$ cat src/design/ftt_clr.sv
module ftt_clr #(
    parameter int DEPTH = 4096
) (
    input  logic                       clk,
    input  logic                       rst_n,
    input  logic                       start,
    input  logic [$clog2(DEPTH+1)-1:0] len,
    output logic                       busy,
    output logic [$clog2(DEPTH)-1:0]   wr_addr
);

    localparam int CNT_W = $clog2(DEPTH + 1);
    localparam int ADDR_W = $clog2(DEPTH);

    logic             busy_reg, busy_next;
    logic [CNT_W-1:0] addr_reg, addr_next;
    logic [CNT_W-1:0] end_reg, end_next;

    always_comb
    begin
        busy_next = busy_reg;
        addr_next = addr_reg;
        end_next  = end_reg;
        if (busy_reg)
        begin
            addr_next = addr_reg + CNT_W'(1);
            if (addr_next == end_reg)
            begin
                busy_next = 1'b0;
            end
        end
        else if (start && (len != '0))
        begin
            busy_next = 1'b1;
            addr_next = '0;
            end_next  = len;
        end
    end

    // after reset the whole store is swept
    always_ff @(posedge clk or negedge rst_n)
    begin
        if (!rst_n)
        begin
            busy_reg <= 1'b1;
            addr_reg <= '0;
            end_reg  <= CNT_W'(DEPTH);
        end
        else
        begin
            busy_reg <= busy_next;
            addr_reg <= addr_next;
            end_reg  <= end_next;
        end
    end

    assign busy    = busy_reg;
    assign wr_addr = addr_reg[ADDR_W-1:0];

endmodule

$ cat config.mk
export PLATFORM = sky130hd
export DESIGN_NAME = ftt_clr
export DESIGN_NICKNAME = d
export VERILOG_FILES = /design/src/design/ftt_clr.sv
export SDC_FILE = /design/constraint.sdc
export NUM_CORES = 1
export LEC_CHECK = 0
export ABC_AREA = 1
export BUFFER_PORTS_ARGS = -buffer_cell sky130_fd_sc_hd__buf_2
export CORE_MARGIN = 1
export CORE_UTILIZATION = 45
export CTS_CLUSTER_SIZE = 20
export DETAILED_ROUTE_END_ITERATION = 8
export GPL_ROUTABILITY_DRIVEN = 0
export PLACE_DENSITY_LB_ADDON = 0.08
export RECOVER_POWER = 25
export SYNTH_ARGS = -nofsm -noshare
export SYNTH_HDL_FRONTEND = slang
export SYNTH_SLANG_ARGS = --single-unit
$ cat constraint.sdc
create_clock -name clk -period 1.5 [get_ports clk]
set_input_delay 0.3 -clock clk [delete_from_list [all_inputs] [get_ports clk]]
set_output_delay 0.3 -clock clk [all_outputs]
set_load 0.01 [all_outputs]
==> flow_summary.toml, run 1 <==
[status]
status = "finished with violations"
violations = "setup timing"

[pwr]
clkPwrFrac_pct = 35.2
power.internal_w = 0.000935
seq_power_share_pct = 61.0
power.switching_w = 0.000257
leakage_nw = 1.00
combPwrFrac_pct = 3.7
p_sw_share_pct = 21.6
powerDensity_nw_per_um2 = 603
peakVddDrop_mv = 0.317

[critical_path]
cp_top_family = "simple AND/OR/NAND/NOR gates"
worst-path-buf-inv = 1
endpoint = "busy"
crit_fanout = 5
cp.depth = 12
r2r-end = "busy"
worstSetupStartpointType = "register"
reg2regPathDepth = 12
critPathSlowestCell = "dfrtp_1"
rr_startpoint = "addr_reg[0]"
r2r_setup_slack_ns = -0.05
path_cells = "ha_4 > nand2_4 > nor2_4 > buf_4 > nand4_1 > nand2_1 > nand2_1 > nand2_1 > nor2_1 > nand2_1 > nor2_1 > nor2_1"
cp.required_ns = 1.72
setup.worst_path.start = "addr_reg[0]"
slowest_delay_ns = 0.42
worstSetupPathType = "reg2reg"
crit_path_end_kind = "register"
worstPathArrival_ns = 1.77
cp_common_cell = "nand2_1"

[cts]
cts_tree = "done"
cts-root-buf = "clkbuf_8"
clkTransAtPathRegs_ns = 0.09
clock_sinks = 27
clockBufferDepth = 2
numCtsBuffers = 3
clk_latency_ns = 0.27
htreeDepth = 1

[die]
core_um2 = 3470
row_count = 21
die_x_um = 63.1
fp.dieH_um = 63.1
die-area_um2 = 3990
floorplan.initialDensity_pct = 48.5
io_pins = 29

[synth]
synthXorXnorAreaFrac_pct = 2.38
synth_cells = 233
synth_top_family_by_area = "simple AND/OR/NAND/NOR gates"
ys.warnings.count = 0
synth-adder-area-share_pct = 0.744
yosys_register_bits = 27
ys_seq_area_share_pct = 40.3
ys.flop_type = "dfrtp_1"
yosys.area_share.simple_pct = 34.2
synth_area_leader_cell = "dfrtp_1"
synthTopCellsByArea = "dfrtp_1, nand2_1, inv_1, nand3_1, buf_4"
syn_nets = 250
post-synth-top-area-fraction_pct = 37.2
syn_area_per_cell_um2 = 7.22
synth_most_common_cell = "nand2_1"
synth.distinct_cells = 25
synth_compound_area_share_pct = 8.56
synth-edff-count = 0
ys_top_cells_by_count = "nand2_1, inv_1, dfrtp_1"
synth_area_um2 = 1680
synth-async-reset-ratio_pct = 100
synthMuxAreaShare_pct = 0

[cells_and_area]
nFillCells = 344
fin_nets = 280
seqCellArea_um2 = 679
multi_input_area_um2 = 808
area_growth_pct = 17.6
n_antenna_cell = 0
stdcell_area_um2 = 1980
layout-drive-gt1-share_pct = 23.3

[placed_design]
dp.final_hpwl_um = 2810
port_buffers = 28
placed_area_um2 = 1870

[timing]
tns_ns = -0.0535
fin_crit_ns = 1.55
rsz0062_at_grt = "yes"
slew_headroom_pct = 55.2
clock_skew_ns = 0.00351
worst_pin_slew_ns = 0.671
hold_viol = 0
fin_crit_sh_pct = 104
worst_slack_ns = -0.0535
slew_violations = 0
max_freq_ghz = 0.644
finalSetupViolations = 1

[run]
maxCapViolations = 0

[detailed_routing]
routed_wirelength_um = 3720
drc = 0
drt_iter0_markers = 106
post_drt_wl_per_cell_um = 12.1
ant_nets = 0
viasPerCell = 4.90
num_vias = 1508
first_pass_iters = 4

[grt]
grt_pass1_wl_um = 6490
grtUsageTotal_pct = 21.4
grt_pass1_vias = 1453
antenna_found_initial = 0
grt-ovfl-total = 0
grt_max_degree = 28

[hold_path]
hp-class = "in2async"
## area by class of cell
class,instances,area share [%]
well taps,46,2.91
multi-input cells,157,40.9
inverters,34,6.46
clock buffers,4,2.28
repair buffers,40,13.1
flip-flops and latches,27,34.4
## metrics by stage
step                worst slack, ns  power, W  instances  util, %  hold slack, ns
floorplan                   0.00527  0.000749        233        -         0.00441
finish                      -0.0535   0.00119        308     57.0          0.0419
global route                 -0.184   0.00125        308     57.0           0.103
CTS                         -0.0287   0.00120        307     56.3          0.0536
global placement            -0.0703  0.000788        301     53.8           0.349
detailed placement          -0.0625  0.000789        301     53.8           0.356
## worst min-delay path by stage
stage	start	to	slack, ns	cells past startpoint
floorplan	rst_n	addr_reg[0]	0.004	0
global placement	rst_n	addr_reg[3]	0.35	1
detailed placement	rst_n	addr_reg[3]	0.36	1
CTS	rst_n	addr_reg[6]	0.05	1
global route	rst_n	addr_reg[6]	0.10	1
finish	rst_n	addr_reg[3]	0.04	1
## repair_timing
item,CTS,global route
pin swaps,6,6
hold buffers,0,0
gates resized for setup,6,5
setup buffers,2,1
endpoints found under the setup margin,1,1
endpoints found under the hold margin,0,0
## routing by layer
metal  track usage [%]  wire length [µm]
met3              2.90               183
met4              8.14                69
met2              34.1              1600
met1              29.4              1860
met5                 0                 0
## cells by family after synthesis
| group | after synthesis |
|---|---|
| simple gates | 126 |
| fa+ha+maj | 1 |
| flops | 27 |
| xor+xnor | 3 |
| buf+inv | 49 |
| compound gates | 27 |
## power groups by stage
stage,logic (W),clock network (W),registers [W]
after CTS,0.0000471,0.000429,0.000728
after global routing,0.0000531,0.000469,0.000728
final,0.0000444,0.000420,0.000728
after floorplan,0.00000753,0,0.000742
after detailed placement,0.0000470,0,0.000742
after global placement,0.0000462,0,0.000742
## cells in the final DEF, fill, tap and decap left out
master and n:
a21oi_1 3, and2_4 2, buf_12 2, buf_2 27
buf_4 9, buf_6 1, clkbuf_1 1, clkbuf_2 1
clkbuf_8 3, clkinv_1 1, dfrtp_1 24, dfrtp_2 1
dfstp_2 2, ha_4 1, inv_1 33, nand2_1 66
nand2_2 3, nand2_4 1, nand3_1 19, nand3_2 3
nand3b_1 3, nand4_1 4, nor2_1 17, nor2_2 1
nor2_4 4, nor3_1 2, nor4_1 1, o21ai_0 17
o22ai_1 7, xnor2_1 1, xnor3_1 1, xor2_1 1
(Power assumes the default switching activity.)
==> inputs of run 2 (changes only) <==
- ABC_AREA: 1 -> 0
==> run 2 against run 1 <==
  * The flow still finishes with violations (setup timing)
  * Clock power increased by 2%
  * Routed wire length is 5.1% higher
  * Global-route usage shrank 0.46 points
  * Largest cell class unchanged
==> flow_summary.toml, run 2 <==
[detailed_routing]
wl_met2_um = 1940
route.met3.wl_um = 125
ant_nets = 0
topRoutingLayerUsed = "met4"
drt_iter0_markers = 83
drt-met1-wl_um = 1810
routed_wirelength_um = 3910
drc = 0
num_vias = 1393
post_drt_wl_per_cell_um = 14.6
first_pass_iters = 4
viasPerCell = 5.20

[timing]
worst_slack_ns = -0.263
rsz0062_at_grt = "yes"
finalSetupViolations = 4
hold_viol = 0
max_freq_ghz = 0.567
tns_ns = -0.489
fin_crit_sh_pct = 118
fin_crit_ns = 1.76
slew_headroom_pct = 54.6
slew_violations = 0
worst_pin_slew_ns = 0.681
clock_skew_ns = 0.00127

[die]
die-area_um2 = 3950
io_pins = 29
floorplan.initialDensity_pct = 48.3
core_um2 = 3440
fp.dieH_um = 62.8
die_x_um = 62.8
row_count = 21

[synth]
syn_area_per_cell_um2 = 9.85
ys_top_cells_by_count = "dfrtp_1, nand2_1, o21ai_0"
synth_cells = 169
synth-async-reset-ratio_pct = 100
synth_most_common_cell = "dfrtp_1"
post-synth-top-area-fraction_pct = 37.6
synthTopCellsByArea = "dfrtp_1, mux2_2, xnor2_1, buf_4, nand2_1"
synth.distinct_cells = 38
yosys_register_bits = 27
ys_seq_area_share_pct = 40.8
synth_area_um2 = 1660
ys.flop_type = "dfrtp_1"
syn_nets = 186
synth-edff-count = 0
synth_area_leader_cell = "dfrtp_1"
ys.warnings.count = 0

[pwr]
powerDensity_nw_per_um2 = 1510
peakVddDrop_mv = 0.807
leakage_nw = 1.04

[critical_path]
crit_fanout = 5
worstPathArrival_ns = 1.96
cp.required_ns = 1.69
crit_path_end_kind = "register"
worstSetupStartpointType = "register"
worstSetupPathType = "reg2reg"

[grt]
grt_pass1_wl_um = 6410
antenna_found_initial = 0
grtUsageTotal_pct = 21.0
grt_max_degree = 28
grt-ovfl-total = 0
grt_pass1_vias = 1402

[placed_design]
port_buffers = 28
placed_area_um2 = 2010
dp.final_hpwl_um = 2920

[status]
status = "finished with violations"
violations = "setup timing"

[cts]
numCtsBuffers = 3
cts-root-buf = "clkbuf_8"
clkTransAtPathRegs_ns = 0.10
htreeDepth = 1
clk_latency_ns = 0.28
clockBufferDepth = 2
cts_tree = "done"
clock_sinks = 27
hold_buffers = 0

[cells_and_area]
area_growth_pct = 32.3
final_common_cell = "buf_4"
n_antenna_cell = 0
layout_common_cells = "buf_4, buf_2, dfrtp_1, nand2_1"
layout-drive-gt1-share_pct = 46.4
fin_nets = 240
stdcell_area_um2 = 2200

[hold_path]
hp-class = "in2async"

[run]
maxCapViolations = 0
run 2: cell type report:
class | instances | area [µm²]
Clock inverter | 1 | 7.51
Sequential cell | 27 | 681
Tap cell | 46 | 57.6
Multi-Input combinational cell | 120 | 945
Inverter | 3 | 11.3
Clock buffer | 3 | 41.3
Timing Repair Buffer | 68 | 459
Fill cell | 300 | 1240
run 2: kinds of logic (layout without fill, tap and decap cells):
logic type | after synthesis | count (layout) | synth area share, %
simple gates | 56 | 56 | 17.9
xor+xnor | 21 | 21 | 12.7
flops | 27 | 27 | 40.8
mux | 15 | 15 | 10.0
compound gates | 27 | 27 | 10.0
fa+ha+maj | 1 | 1 | 0.752
buf+inv | 22 | 75 | 7.89
run 2: critical path, cell delays in order, from the launching register on:
cell,delay (ns)
dfrtp_2,0.45
buf_4,0.14
nand3_2,0.15
nor4_4,0.05
buf_4,0.14
nand3b_1,0.19
a2111oi_4,0.40
a31oi_1,0.15
run 2: metrics by stage:
step | hold WS [ns] | cells | power, W | setup slack (ns) | util, %
floorplan | 0.00441 | 169 | 0.00232 | -0.172 | -
global placement | 0.338 | 258 | 0.00270 | -0.229 | 58.5
detailed placement | 0.347 | 258 | 0.00276 | -0.277 | 58.5
CTS | 0.0408 | 263 | 0.00329 | -0.225 | 61.7
global route | 0.101 | 268 | 0.00358 | -0.337 | 64.0
finish | 0.0421 | 268 | 0.00333 | -0.263 | 64.0
run 2: timing repair:
action,CTS,global route
pin swaps,5,1
resized for setup,11,11
endpoints found under the hold margin,0,0
endpoints found under the setup margin,20,12
setup buffers,1,5
run 2: per-layer routing:
metal,vias up,GRT usage (%)
li1,688,-
met1,670,26.5
met2,29,36.4
met3,6,4.74
met4,0,4.36
met5,-,0
run 2: power breakdown:
part / switching [W] / internal, W
combinational: 0.000718 / 0.000886
clock: 0.000241 / 0.000189
sequential: 0.000281 / 0.00102
run 2: path summary, 6_finish.rpt:
path / start / endpoint / slack (ns) / depth (start not counted)
hold reg to reg: end_reg[0] / end_reg[0] / 0.52 / 1
max in group asynchronous: rst_n / addr_reg[0] / 0.99 / 1
min in group clk: len[0] / end_reg[0] / 0.26 / 2
hold / removal: rst_n / addr_reg[4] / 0.04 / 1
setup reg to reg: addr_reg[0] / busy / -0.26 / 7
setup / recovery: addr_reg[0] / busy / -0.26 / 7
