==> src/design/ftt_pkg.sv <==
package ftt_pkg;

    localparam int MAX_LEVELS       = 8;
    localparam int LEVEL_CAP        = (MAX_LEVELS < 8) ? MAX_LEVELS : 8;
    localparam int WALK_DEPTH       = 8;
    localparam int DEF_MAX_ALLELES  = 16;
    localparam int DEF_NODE_SLOTS   = 256;
    localparam int DEF_LEAF_SLOTS   = 4096;

    localparam int PATH_W     = 32;
    localparam int FIELD_W    = 4;
    localparam int DEPTH_W    = 4;
    localparam int LVL_W      = 3;
    localparam int TOP_W      = 4;
    localparam int ALLELE_W   = 5;
    localparam int LEAF_OUT_W = 12;
    localparam int CFG_IDX_W  = 4;
    localparam int CFG_DATA_W = 32;

    localparam logic [CFG_IDX_W-1:0] REG_LEVEL_COUNT = CFG_IDX_W'(0);
    localparam logic [CFG_IDX_W-1:0] REG_ALLELES     = CFG_IDX_W'(1);

    localparam logic [DEPTH_W-1:0]    LEVEL_COUNT_RST = DEPTH_W'(8);
    localparam logic [PATH_W-1:0]     ALLELES_RST     = '1;
    // walk position of a level not yet entered
    localparam logic [ALLELE_W-1:0]   ALLELE_NONE     = '1;

    typedef enum logic [1:0] {
        REQ_CLEAR,
        REQ_INSERT,
        REQ_RESTART,
        REQ_NEXT
    } req_type_t;

    typedef enum logic [1:0] {
        ST_OK,
        ST_END,
        ST_FULL,
        ST_RANGE
    } status_t;

    typedef enum logic [2:0] {
        S_IDLE,
        S_INS_RD,
        S_INS_EV,
        S_INS_WR,
        S_NXT_SCAN,
        S_NXT_EV,
        S_RESP
    } core_state_t;

    typedef struct packed {
        req_type_t           req_type;
        logic [PATH_W-1:0]   path_in;
    } trie_req_t;

    typedef struct packed {
        logic [LEAF_OUT_W-1:0] leaf_index;
        logic [PATH_W-1:0]     path_out;
        status_t               status;
    } trie_rsp_t;

    // allele count of one level, capped
    function automatic logic [ALLELE_W-1:0] allele_cnt(
        input logic [PATH_W-1:0]   apl,
        input logic [LVL_W-1:0]    lvl,
        input logic [ALLELE_W-1:0] cap
    );
        logic [ALLELE_W-1:0] c;
        c = {1'b0, apl[lvl*FIELD_W +: FIELD_W]} + ALLELE_W'(1);
        if (c > cap)
        begin
            c = cap;
        end
        return c;
    endfunction

endpackage

==> src/design/ftt_core.sv <==
module ftt_core
    import ftt_pkg::*;
#(
    parameter int NODE_SLOTS  = DEF_NODE_SLOTS,
    parameter int LEAF_SLOTS  = DEF_LEAF_SLOTS,
    parameter int MAX_ALLELES = DEF_MAX_ALLELES
) (
    input  logic                                          clk,
    input  logic                                          rst_n,
    input  logic                                          req_valid,
    output logic                                          req_stall,
    input  trie_req_t                                     req,
    output logic                                          rsp_valid,
    input  logic                                          rsp_stall,
    output trie_rsp_t                                     rsp,
    input  logic                                          cfg_clear,
    input  logic [DEPTH_W-1:0]                            depth,
    input  logic [PATH_W-1:0]                             apl,
    input  logic                                          clr_busy,
    output logic                                          clr_start,
    output logic [$clog2(NODE_SLOTS*MAX_ALLELES+1)-1:0]   clr_len,
    output logic [$clog2(NODE_SLOTS*MAX_ALLELES)-1:0]     ram_addr,
    output logic                                          ram_wr_en,
    output logic [$clog2(((NODE_SLOTS > LEAF_SLOTS) ? NODE_SLOTS : LEAF_SLOTS) + 1)-1:0]
                                                          ram_wr_data,
    input  logic [$clog2(((NODE_SLOTS > LEAF_SLOTS) ? NODE_SLOTS : LEAF_SLOTS) + 1)-1:0]
                                                          ram_rd_data
);

    localparam int NODE_W     = $clog2(NODE_SLOTS);
    localparam int NCNT_W     = $clog2(NODE_SLOTS + 1);
    localparam int LCNT_W     = $clog2(LEAF_SLOTS + 1);
    localparam int LINK_DEPTH = NODE_SLOTS * MAX_ALLELES;
    localparam int ADDR_W     = $clog2(LINK_DEPTH);
    localparam int CLR_W      = $clog2(LINK_DEPTH + 1);
    localparam int LINK_MAX   = (NODE_SLOTS > LEAF_SLOTS) ? NODE_SLOTS : LEAF_SLOTS;
    localparam int LINK_W     = $clog2(LINK_MAX + 1);
    localparam int ALLELE_CAP = (MAX_ALLELES < 16) ? MAX_ALLELES : 16;
    localparam logic [ALLELE_W-1:0] CAP = ALLELE_W'(ALLELE_CAP);

    core_state_t          state_reg, state_next;
    logic [PATH_W-1:0]    path_reg, path_next;
    logic [LVL_W-1:0]     lvl_reg, lvl_next;
    logic [LINK_W-1:0]    cur_reg, cur_next;
    logic [NCNT_W-1:0]    node_used_reg, node_used_next;
    logic [LCNT_W-1:0]    leaf_used_reg, leaf_used_next;
    logic [NODE_W-1:0]    stack_reg [WALK_DEPTH];
    logic [NODE_W-1:0]    stack_next [WALK_DEPTH];
    logic [ALLELE_W-1:0]  alle_reg [WALK_DEPTH];
    logic [ALLELE_W-1:0]  alle_next [WALK_DEPTH];
    logic [TOP_W-1:0]     top_reg, top_next;
    logic [ALLELE_W-1:0]  a_reg, a_next;
    trie_rsp_t            res_reg, res_next;
    logic                 rsp_valid_reg, rsp_valid_next;
    trie_rsp_t            rsp_reg, rsp_next;

    logic                 acc;
    logic                 out_free;
    logic                 rng_err;
    logic [DEPTH_W-1:0]   need;
    logic [NCNT_W:0]      nsum;
    logic                 full;
    logic [FIELD_W-1:0]   al_cur;
    logic [LVL_W-1:0]     tl;
    logic [ALLELE_W-1:0]  a_scan;
    logic [ALLELE_W-1:0]  cnt_scan;
    logic                 lk_zero;
    logic                 ins_last;
    logic                 nxt_last;
    logic                 top_zero;
    logic                 top_full;
    logic                 scan_done;
    logic [NODE_W-1:0]    node_sel;
    logic [ALLELE_W-1:0]  allele_sel;

    assign acc      = req_valid && !req_stall;
    assign out_free = !rsp_valid_reg || !rsp_stall;

    always_comb
    begin
        rng_err = 1'b0;
        for (int i = 0; i < WALK_DEPTH; i++)
        begin
            if ((DEPTH_W'(i) < depth) &&
                ({1'b0, req.path_in[i*FIELD_W +: FIELD_W]} >= allele_cnt(apl, LVL_W'(i), CAP)))
            begin
                rng_err = 1'b1;
            end
        end
    end

    // shared capacity check: a fresh root needs the whole path, otherwise what lies below
    assign need = (state_reg == S_IDLE) ? depth
                                        : depth - DEPTH_W'(1) - DEPTH_W'(lvl_reg);
    assign nsum = (NCNT_W + 1)'(node_used_reg) + (NCNT_W + 1)'(need);
    assign full = (nsum > (NCNT_W + 1)'(NODE_SLOTS)) ||
                  (leaf_used_reg == LCNT_W'(LEAF_SLOTS));

    assign al_cur    = path_reg[lvl_reg*FIELD_W +: FIELD_W];
    // a node on the walk stack sits at the level of its stack position
    assign tl        = LVL_W'(top_reg - TOP_W'(1));
    assign a_scan    = alle_reg[tl] + ALLELE_W'(1);
    assign cnt_scan  = allele_cnt(apl, tl, CAP);
    assign scan_done = a_scan >= cnt_scan;
    assign lk_zero   = ram_rd_data == '0;
    assign ins_last  = DEPTH_W'(lvl_reg) == (depth - DEPTH_W'(1));
    assign nxt_last  = DEPTH_W'(tl) >= (depth - DEPTH_W'(1));
    assign top_zero  = top_reg == '0;
    assign top_full  = top_reg >= TOP_W'(WALK_DEPTH);

    always_comb
    begin
        if ((state_reg == S_NXT_SCAN) || (state_reg == S_NXT_EV))
        begin
            node_sel   = stack_reg[tl];
            allele_sel = a_scan;
        end
        else
        begin
            node_sel   = cur_reg[NODE_W-1:0];
            allele_sel = {1'b0, al_cur};
        end
    end

    assign ram_addr = ADDR_W'(node_sel) * ADDR_W'(MAX_ALLELES) + ADDR_W'(allele_sel);

    // next state
    always_comb
    begin
        state_next = state_reg;
        case (state_reg)
            S_IDLE:
            begin
                if (acc)
                begin
                    case (req.req_type)
                        REQ_INSERT:
                        begin
                            if (rng_err)
                            begin
                                state_next = S_RESP;
                            end
                            else if (node_used_reg == '0)
                            begin
                                state_next = full ? S_RESP : S_INS_WR;
                            end
                            else
                            begin
                                state_next = S_INS_RD;
                            end
                        end
                        REQ_NEXT: state_next = S_NXT_SCAN;
                        default:  state_next = S_RESP;
                    endcase
                end
            end
            S_INS_RD: state_next = S_INS_EV;
            S_INS_EV:
            begin
                if (!lk_zero)
                begin
                    state_next = ins_last ? S_RESP : S_INS_RD;
                end
                else
                begin
                    state_next = full ? S_RESP : S_INS_WR;
                end
            end
            S_INS_WR:
            begin
                if (ins_last)
                begin
                    state_next = S_RESP;
                end
            end
            S_NXT_SCAN:
            begin
                if (top_zero)
                begin
                    state_next = S_RESP;
                end
                else if (!scan_done)
                begin
                    state_next = S_NXT_EV;
                end
            end
            S_NXT_EV:
            begin
                if (!lk_zero && (nxt_last || top_full))
                begin
                    state_next = S_RESP;
                end
                else
                begin
                    state_next = S_NXT_SCAN;
                end
            end
            S_RESP:
            begin
                if (out_free)
                begin
                    state_next = S_IDLE;
                end
            end
            default: state_next = S_IDLE;
        endcase
    end

    // datapath and outputs
    always_comb
    begin
        path_next      = path_reg;
        lvl_next       = lvl_reg;
        cur_next       = cur_reg;
        node_used_next = node_used_reg;
        leaf_used_next = leaf_used_reg;
        top_next       = top_reg;
        a_next         = a_reg;
        res_next       = res_reg;
        rsp_next       = rsp_reg;
        rsp_valid_next = rsp_valid_reg && rsp_stall;
        for (int i = 0; i < WALK_DEPTH; i++)
        begin
            stack_next[i] = stack_reg[i];
            alle_next[i]  = alle_reg[i];
        end
        clr_start   = 1'b0;
        clr_len     = CLR_W'(node_used_reg) * CLR_W'(MAX_ALLELES);
        ram_wr_en   = 1'b0;
        ram_wr_data = '0;

        case (state_reg)
            S_IDLE:
            begin
                if (acc)
                begin
                    res_next  = '0;
                    path_next = req.path_in;
                    lvl_next  = '0;
                    cur_next  = '0;
                    case (req.req_type)
                        REQ_CLEAR:
                        begin
                            clr_start      = 1'b1;
                            node_used_next = '0;
                            leaf_used_next = '0;
                            top_next       = TOP_W'(1);
                            for (int i = 0; i < WALK_DEPTH; i++)
                            begin
                                stack_next[i] = '0;
                                alle_next[i]  = ALLELE_NONE;
                            end
                        end
                        REQ_INSERT:
                        begin
                            if (rng_err)
                            begin
                                res_next.status = ST_RANGE;
                            end
                            else if (node_used_reg == '0)
                            begin
                                if (full)
                                begin
                                    res_next.status = ST_FULL;
                                end
                                else
                                begin
                                    node_used_next = NCNT_W'(1);
                                end
                            end
                        end
                        REQ_RESTART:
                        begin
                            top_next = TOP_W'(1);
                            for (int i = 0; i < WALK_DEPTH; i++)
                            begin
                                stack_next[i] = '0;
                                alle_next[i]  = ALLELE_NONE;
                            end
                        end
                        default:
                        begin
                        end
                    endcase
                end
            end
            S_INS_EV:
            begin
                if (!lk_zero)
                begin
                    cur_next = ram_rd_data - LINK_W'(1);
                    if (ins_last)
                    begin
                        res_next.leaf_index = LEAF_OUT_W'(ram_rd_data - LINK_W'(1));
                    end
                    else
                    begin
                        lvl_next = lvl_reg + LVL_W'(1);
                    end
                end
                else if (full)
                begin
                    res_next.status = ST_FULL;
                end
            end
            S_INS_WR:
            begin
                ram_wr_en = 1'b1;
                if (!ins_last)
                begin
                    ram_wr_data    = LINK_W'(node_used_reg) + LINK_W'(1);
                    cur_next       = LINK_W'(node_used_reg);
                    node_used_next = node_used_reg + NCNT_W'(1);
                    lvl_next       = lvl_reg + LVL_W'(1);
                end
                else
                begin
                    ram_wr_data         = LINK_W'(leaf_used_reg) + LINK_W'(1);
                    leaf_used_next      = leaf_used_reg + LCNT_W'(1);
                    res_next.leaf_index = LEAF_OUT_W'(leaf_used_reg);
                end
            end
            S_NXT_SCAN:
            begin
                a_next = a_scan;
                if (top_zero)
                begin
                    res_next.status = ST_END;
                end
                else if (scan_done)
                begin
                    alle_next[tl] = ALLELE_NONE;
                    top_next      = top_reg - TOP_W'(1);
                end
            end
            S_NXT_EV:
            begin
                // a miss still advances the position so the next probe moves on
                alle_next[tl] = a_reg;
                if (!lk_zero)
                begin
                    if (nxt_last)
                    begin
                        res_next.leaf_index = LEAF_OUT_W'(ram_rd_data - LINK_W'(1));
                        for (int i = 0; i < WALK_DEPTH; i++)
                        begin
                            if (DEPTH_W'(i) < depth)
                            begin
                                res_next.path_out[i*FIELD_W +: FIELD_W] =
                                    (LVL_W'(i) == tl) ? a_reg[FIELD_W-1:0]
                                                      : alle_reg[i][FIELD_W-1:0];
                            end
                        end
                    end
                    else if (top_full)
                    begin
                        top_next        = '0;
                        res_next.status = ST_END;
                    end
                    else
                    begin
                        stack_next[top_reg[LVL_W-1:0]] = NODE_W'(ram_rd_data - LINK_W'(1));
                        top_next = top_reg + TOP_W'(1);
                    end
                end
            end
            S_RESP:
            begin
                if (out_free)
                begin
                    rsp_valid_next = 1'b1;
                    rsp_next       = res_reg;
                end
            end
            default:
            begin
            end
        endcase

        // a register write empties the store
        if (cfg_clear)
        begin
            clr_start      = 1'b1;
            node_used_next = '0;
            leaf_used_next = '0;
            top_next       = TOP_W'(1);
            for (int i = 0; i < WALK_DEPTH; i++)
            begin
                stack_next[i] = '0;
                alle_next[i]  = ALLELE_NONE;
            end
        end
    end

    always_ff @(posedge clk or negedge rst_n)
    begin
        if (!rst_n)
        begin
            state_reg     <= S_IDLE;
            node_used_reg <= '0;
            leaf_used_reg <= '0;
            top_reg       <= TOP_W'(1);
            rsp_valid_reg <= 1'b0;
            for (int i = 0; i < WALK_DEPTH; i++)
            begin
                stack_reg[i] <= '0;
                alle_reg[i]  <= ALLELE_NONE;
            end
        end
        else
        begin
            state_reg     <= state_next;
            node_used_reg <= node_used_next;
            leaf_used_reg <= leaf_used_next;
            top_reg       <= top_next;
            rsp_valid_reg <= rsp_valid_next;
            for (int i = 0; i < WALK_DEPTH; i++)
            begin
                stack_reg[i] <= stack_next[i];
                alle_reg[i]  <= alle_next[i];
            end
        end
    end

    always_ff @(posedge clk)
    begin
        path_reg <= path_next;
        lvl_reg  <= lvl_next;
        cur_reg  <= cur_next;
        a_reg    <= a_next;
        res_reg  <= res_next;
        rsp_reg  <= rsp_next;
    end

    assign req_stall = (state_reg != S_IDLE) || clr_busy;
    assign rsp_valid = rsp_valid_reg;
    assign rsp       = rsp_reg;

endmodule

==> config.mk <==
export PLATFORM = sky130hd
export DESIGN_NAME = ftt_core
export DESIGN_NICKNAME = d
export VERILOG_FILES = /design/src/design/ftt_pkg.sv /design/src/design/ftt_core.sv
export SDC_FILE = /design/constraint.sdc
export NUM_CORES = 1
export LEC_CHECK = 0
export ABC_CLOCK_PERIOD_IN_PS = 13310
export BUFFER_PORTS_ARGS = -buffer_cell sky130_fd_sc_hd__buf_2
export CORE_MARGIN = 8
export CORE_UTILIZATION = 50
export CTS_CLUSTER_SIZE = 14
export DETAILED_ROUTE_END_ITERATION = 8
export GPL_TIMING_DRIVEN = 1
export PLACE_DENSITY = 0.7
export REMOVE_ABC_BUFFERS = 1
export SLEW_MARGIN = 10
export SYNTH_ARGS = -nofsm -noshare
export SYNTH_HDL_FRONTEND = slang
export SYNTH_SLANG_ARGS = --single-unit
export TNS_END_PERCENT = 50
==> constraint.sdc <==
create_clock -name clk -period 13.31 [get_ports clk]
set_input_delay 2.662 -clock clk [delete_from_list [all_inputs] [get_ports clk]]
set_output_delay 2.662 -clock clk [all_outputs]
set_load 0.005 [all_outputs]
==> results_dict.tcl <==
set metrics [dict create \
    status "finished clean" \
    rsz0062_at_grt "false" \
    min_path_type "reg -> reg" \
    required_ps 10650 \
    ys_seq_elements 274 \
    cpMaxStageDelayCell "nor2_1" \
    synth-main-ff-cell "edfxtp_1" \
    drt_wl_total_um 49200 \
    worst_pin_slew_ps 1230 \
    place_ws_ps 4320 \
    path_clk_slew_ps 60 \
    ys_warn_count 0 \
    drt_iter0_drc 1373 \
    synth_edf_count 140 \
    synth_seq_area_share 0.504 \
    relSlewSlack 0.178 \
    floorplan.rows 63 \
    cpMostUsedCell "ha_1" \
    fin_cells 2098 \
    start_kind "register" \
    portBuffers 172 \
    grt_pass1_wl_um 75200 \
    hold_buffers 0 \
    ys_types 69 \
    synth_top_area_frac 0.278 \
    die_height_um 190 \
    drv_slew 0 \
    die_area_um2 36000 \
    critical_path.top_delay_family "simple AND/OR/NAND/NOR gates" \
    final.setup.tns_ps 0 \
    place_hpwl_um 37500 \
    start_util 0.508 \
    design.portCount 177 \
    coreArea_um2 29700 \
    synth_area_leaders "edfxtp_1, dfrtp_1, dfstp_2" \
    worstPathArrival_ps 7070 \
    clock_skew_ps 18.5 \
    grt_pass1_vias 12393 \
    gp_congestion 0.985 \
    cts_buffers 30 \
    drc 0 \
    fmax_mhz 103 \
    period_share 0.731 \
    drive_gt1_frac 0.182 \
    grt.overflow.total 0 \
    path_max_fanout 32 \
    p_leak_nw 7.11 \
    drt-pass1-iter-count 6 \
    setup_violations 0 \
    syn_inst 1524 \
    cp-end-kind "primary output" \
    clk_latency_ps 570 \
    ant_nets 0 \
    worst-path-buf-inv 3 \
    grt_util_all_layers 0.268 \
    dr_total_vias 12896 \
    cts_tree "built" \
    setup_ws_ps 3580 \
    drv_cap 0 \
    die_x_um 190 \
    nNetsFinal 1851 \
    grt_max_degree 74 \
    placed_cells_incl_taps 2041 \
    min_period_ps 9730 \
    drt-wirelength-per-cell_um 23.5 \
    synthArstFlopShare 0.489 \
    cts_max_level 1 \
    root_buffer "clkbuf_16" \
    yosysTopAreaCell "edfxtp_1" \
    hold_violations 0 \
    powerDensity_nw_per_um2 192 \
    antenna_found_initial 1 \
    syn_to_final_growth_pct 14.7 \
    cts_setup_buffers 0 \
    path_cells "inv_1 -> ha_1 -> ha_1 -> buf_4 -> nand2_1 -> nor2_1 -> a22oi_1 -> and4_1 -> nor3b_1 -> xor2_1 -> and2_1 -> ha_1 -> nand3_1 -> nor3b_1 -> nand3_1 -> xor2_1 -> buf_2" \
    ir_worst_vdd_mv 0.164 \
    slowest_delay_ps 960 \
    avgSynthCellArea_um2 9.91 \
    post_cts_resized 0 \
    largest_reg_flops 64 \
    viasPerCell 6.15 \
    mappedNetlistArea_um2 15100 \
    critPathKind "reg -> out" \
    cts.sinks 274 \
    cts.path.max_buffers 3 \
]
[cell type report]
cell class	count	area, um^2
Antenna cell	1	2.50
Clock buffer	39	836
Clock inverter	17	104
Fill cell	2598	12400
Inverter	112	420
Multi-Input combinational cell	1067	6800
Sequential cell	274	7610
Tap cell	390	488
Timing Repair Buffer	198	1060
[power breakdown]
part	switching (mW)	leakage (nW)	internal (mW)	total, mW
logic	0.911	3.64	0.511	1.42
clock network	0.349	0.449	0.443	0.792
registers	0.0887	3.02	1.03	1.12
[layout by cell type (no fill, tap or decap), drive strengths merged, types with 31 or more instances in the layout]
cell and instances:
edfxtp 140, dfstp 41, o21ai 139, dfrtp 93, clkbuf 39, buf 198
ha 77, nor2 158, a21oi 94, nand2 163, inv 110, xnor2 31
a2bb2oi 42, nand3 41
[stage by stage]
| step | total power [mW] | hold WS (ps) | area, um^2 | utilization |
|---|---|---|---|---|
| floorplan | 2.00 | 400 | 14800 | - |
| global placement | 2.48 | 401 | 16400 | 0.551 |
| detailed placement | 2.52 | 405 | 16400 | 0.551 |
| CTS | 3.31 | 419 | 17300 | 0.583 |
| global route | 3.49 | 425 | 17300 | 0.583 |
| finish | 3.33 | 418 | 17300 | 0.583 |
[path summary, 6_finish.rpt]
| path | cells past startpoint | slack, ps | to | startpoint |
|---|---|---|---|---|
| max | 17 | 3580 | ram_addr[11] | top_reg[0]$_DFFE_PN1P_ |
| min | 0 | 420 | rsp[39]$_DFFE_PP_ | res_reg[39]$_SDFFCE_PN0P_ |
| max reg2reg | 19 | 6040 | alle_reg[2]$_DFFE_PN1P_ | top_reg[0]$_DFFE_PN1P_ |
| min reg2reg | 0 | 420 | rsp[39]$_DFFE_PP_ | res_reg[39]$_SDFFCE_PN0P_ |
| max in group asynchronous | 2 | 9650 | rsp_valid$_DFF_PN0_ | rst_n |
| min in group asynchronous | 1 | 2210 | stack_reg[57]$_DFFE_PN0P_ | rst_n |
[cell families after synthesis]
kind of cell,share of synthesized area
AOI/OAI and AO/OA,0.171
xor gates and xnor gates,0.0319
adders and majority gates,0.0665
buffers and inverters,0.0480
DFF,0.504
muxes,0.0357
other,0.000248
and+or+nand+nor,0.142
[Yosys cell counts, types with 8 or more instances]
cell and n:
and3_1 13, nor2b_1 8, dfstp_2 41, a211oi_1 12
dfrtp_1 93, nor2_1 158, a22oi_1 28, and2_1 12
a2bb2oi_1 42, a31oi_1 19, xor2_1 24, nand2_1 163
o21ai_0 133, o22ai_1 23, nand2b_1 9, a21oi_1 94
nor3_1 21, o31ai_1 10, inv_1 109, xnor2_1 31
mux4_2 10, edfxtp_1 140, ha_1 77, nand3_1 41
mux2i_1 28, clkbuf_1 56, buf_1 10
[routing by layer]
layer	vias up	routed length, um	GRT usage
met5	-	13	0
met4	2	1630	0.0920
met3	110	4980	0.0487
met2	714	21700	0.408
met1	6248	20900	0.382
li1	5822	-	-
[worst reg2reg max path, cell delays in order, from the launching register on]
cell and delay [ps]:
dfstp_2 900, inv_1 440, ha_1 360, ha_1 720, buf_4 470, nand2_1 130
nor2_1 960, a22oi_1 290, nand4_1 240, ha_1 240, nand3b_1 160, nor2b_1 180
ha_1 260, nand2b_1 110, a21o_1 110, a21oi_1 60, o21ai_0 480, o21ai_1 360
a21oi_1 480, a2bb2oi_1 250
(Power assumes the default switching activity.)
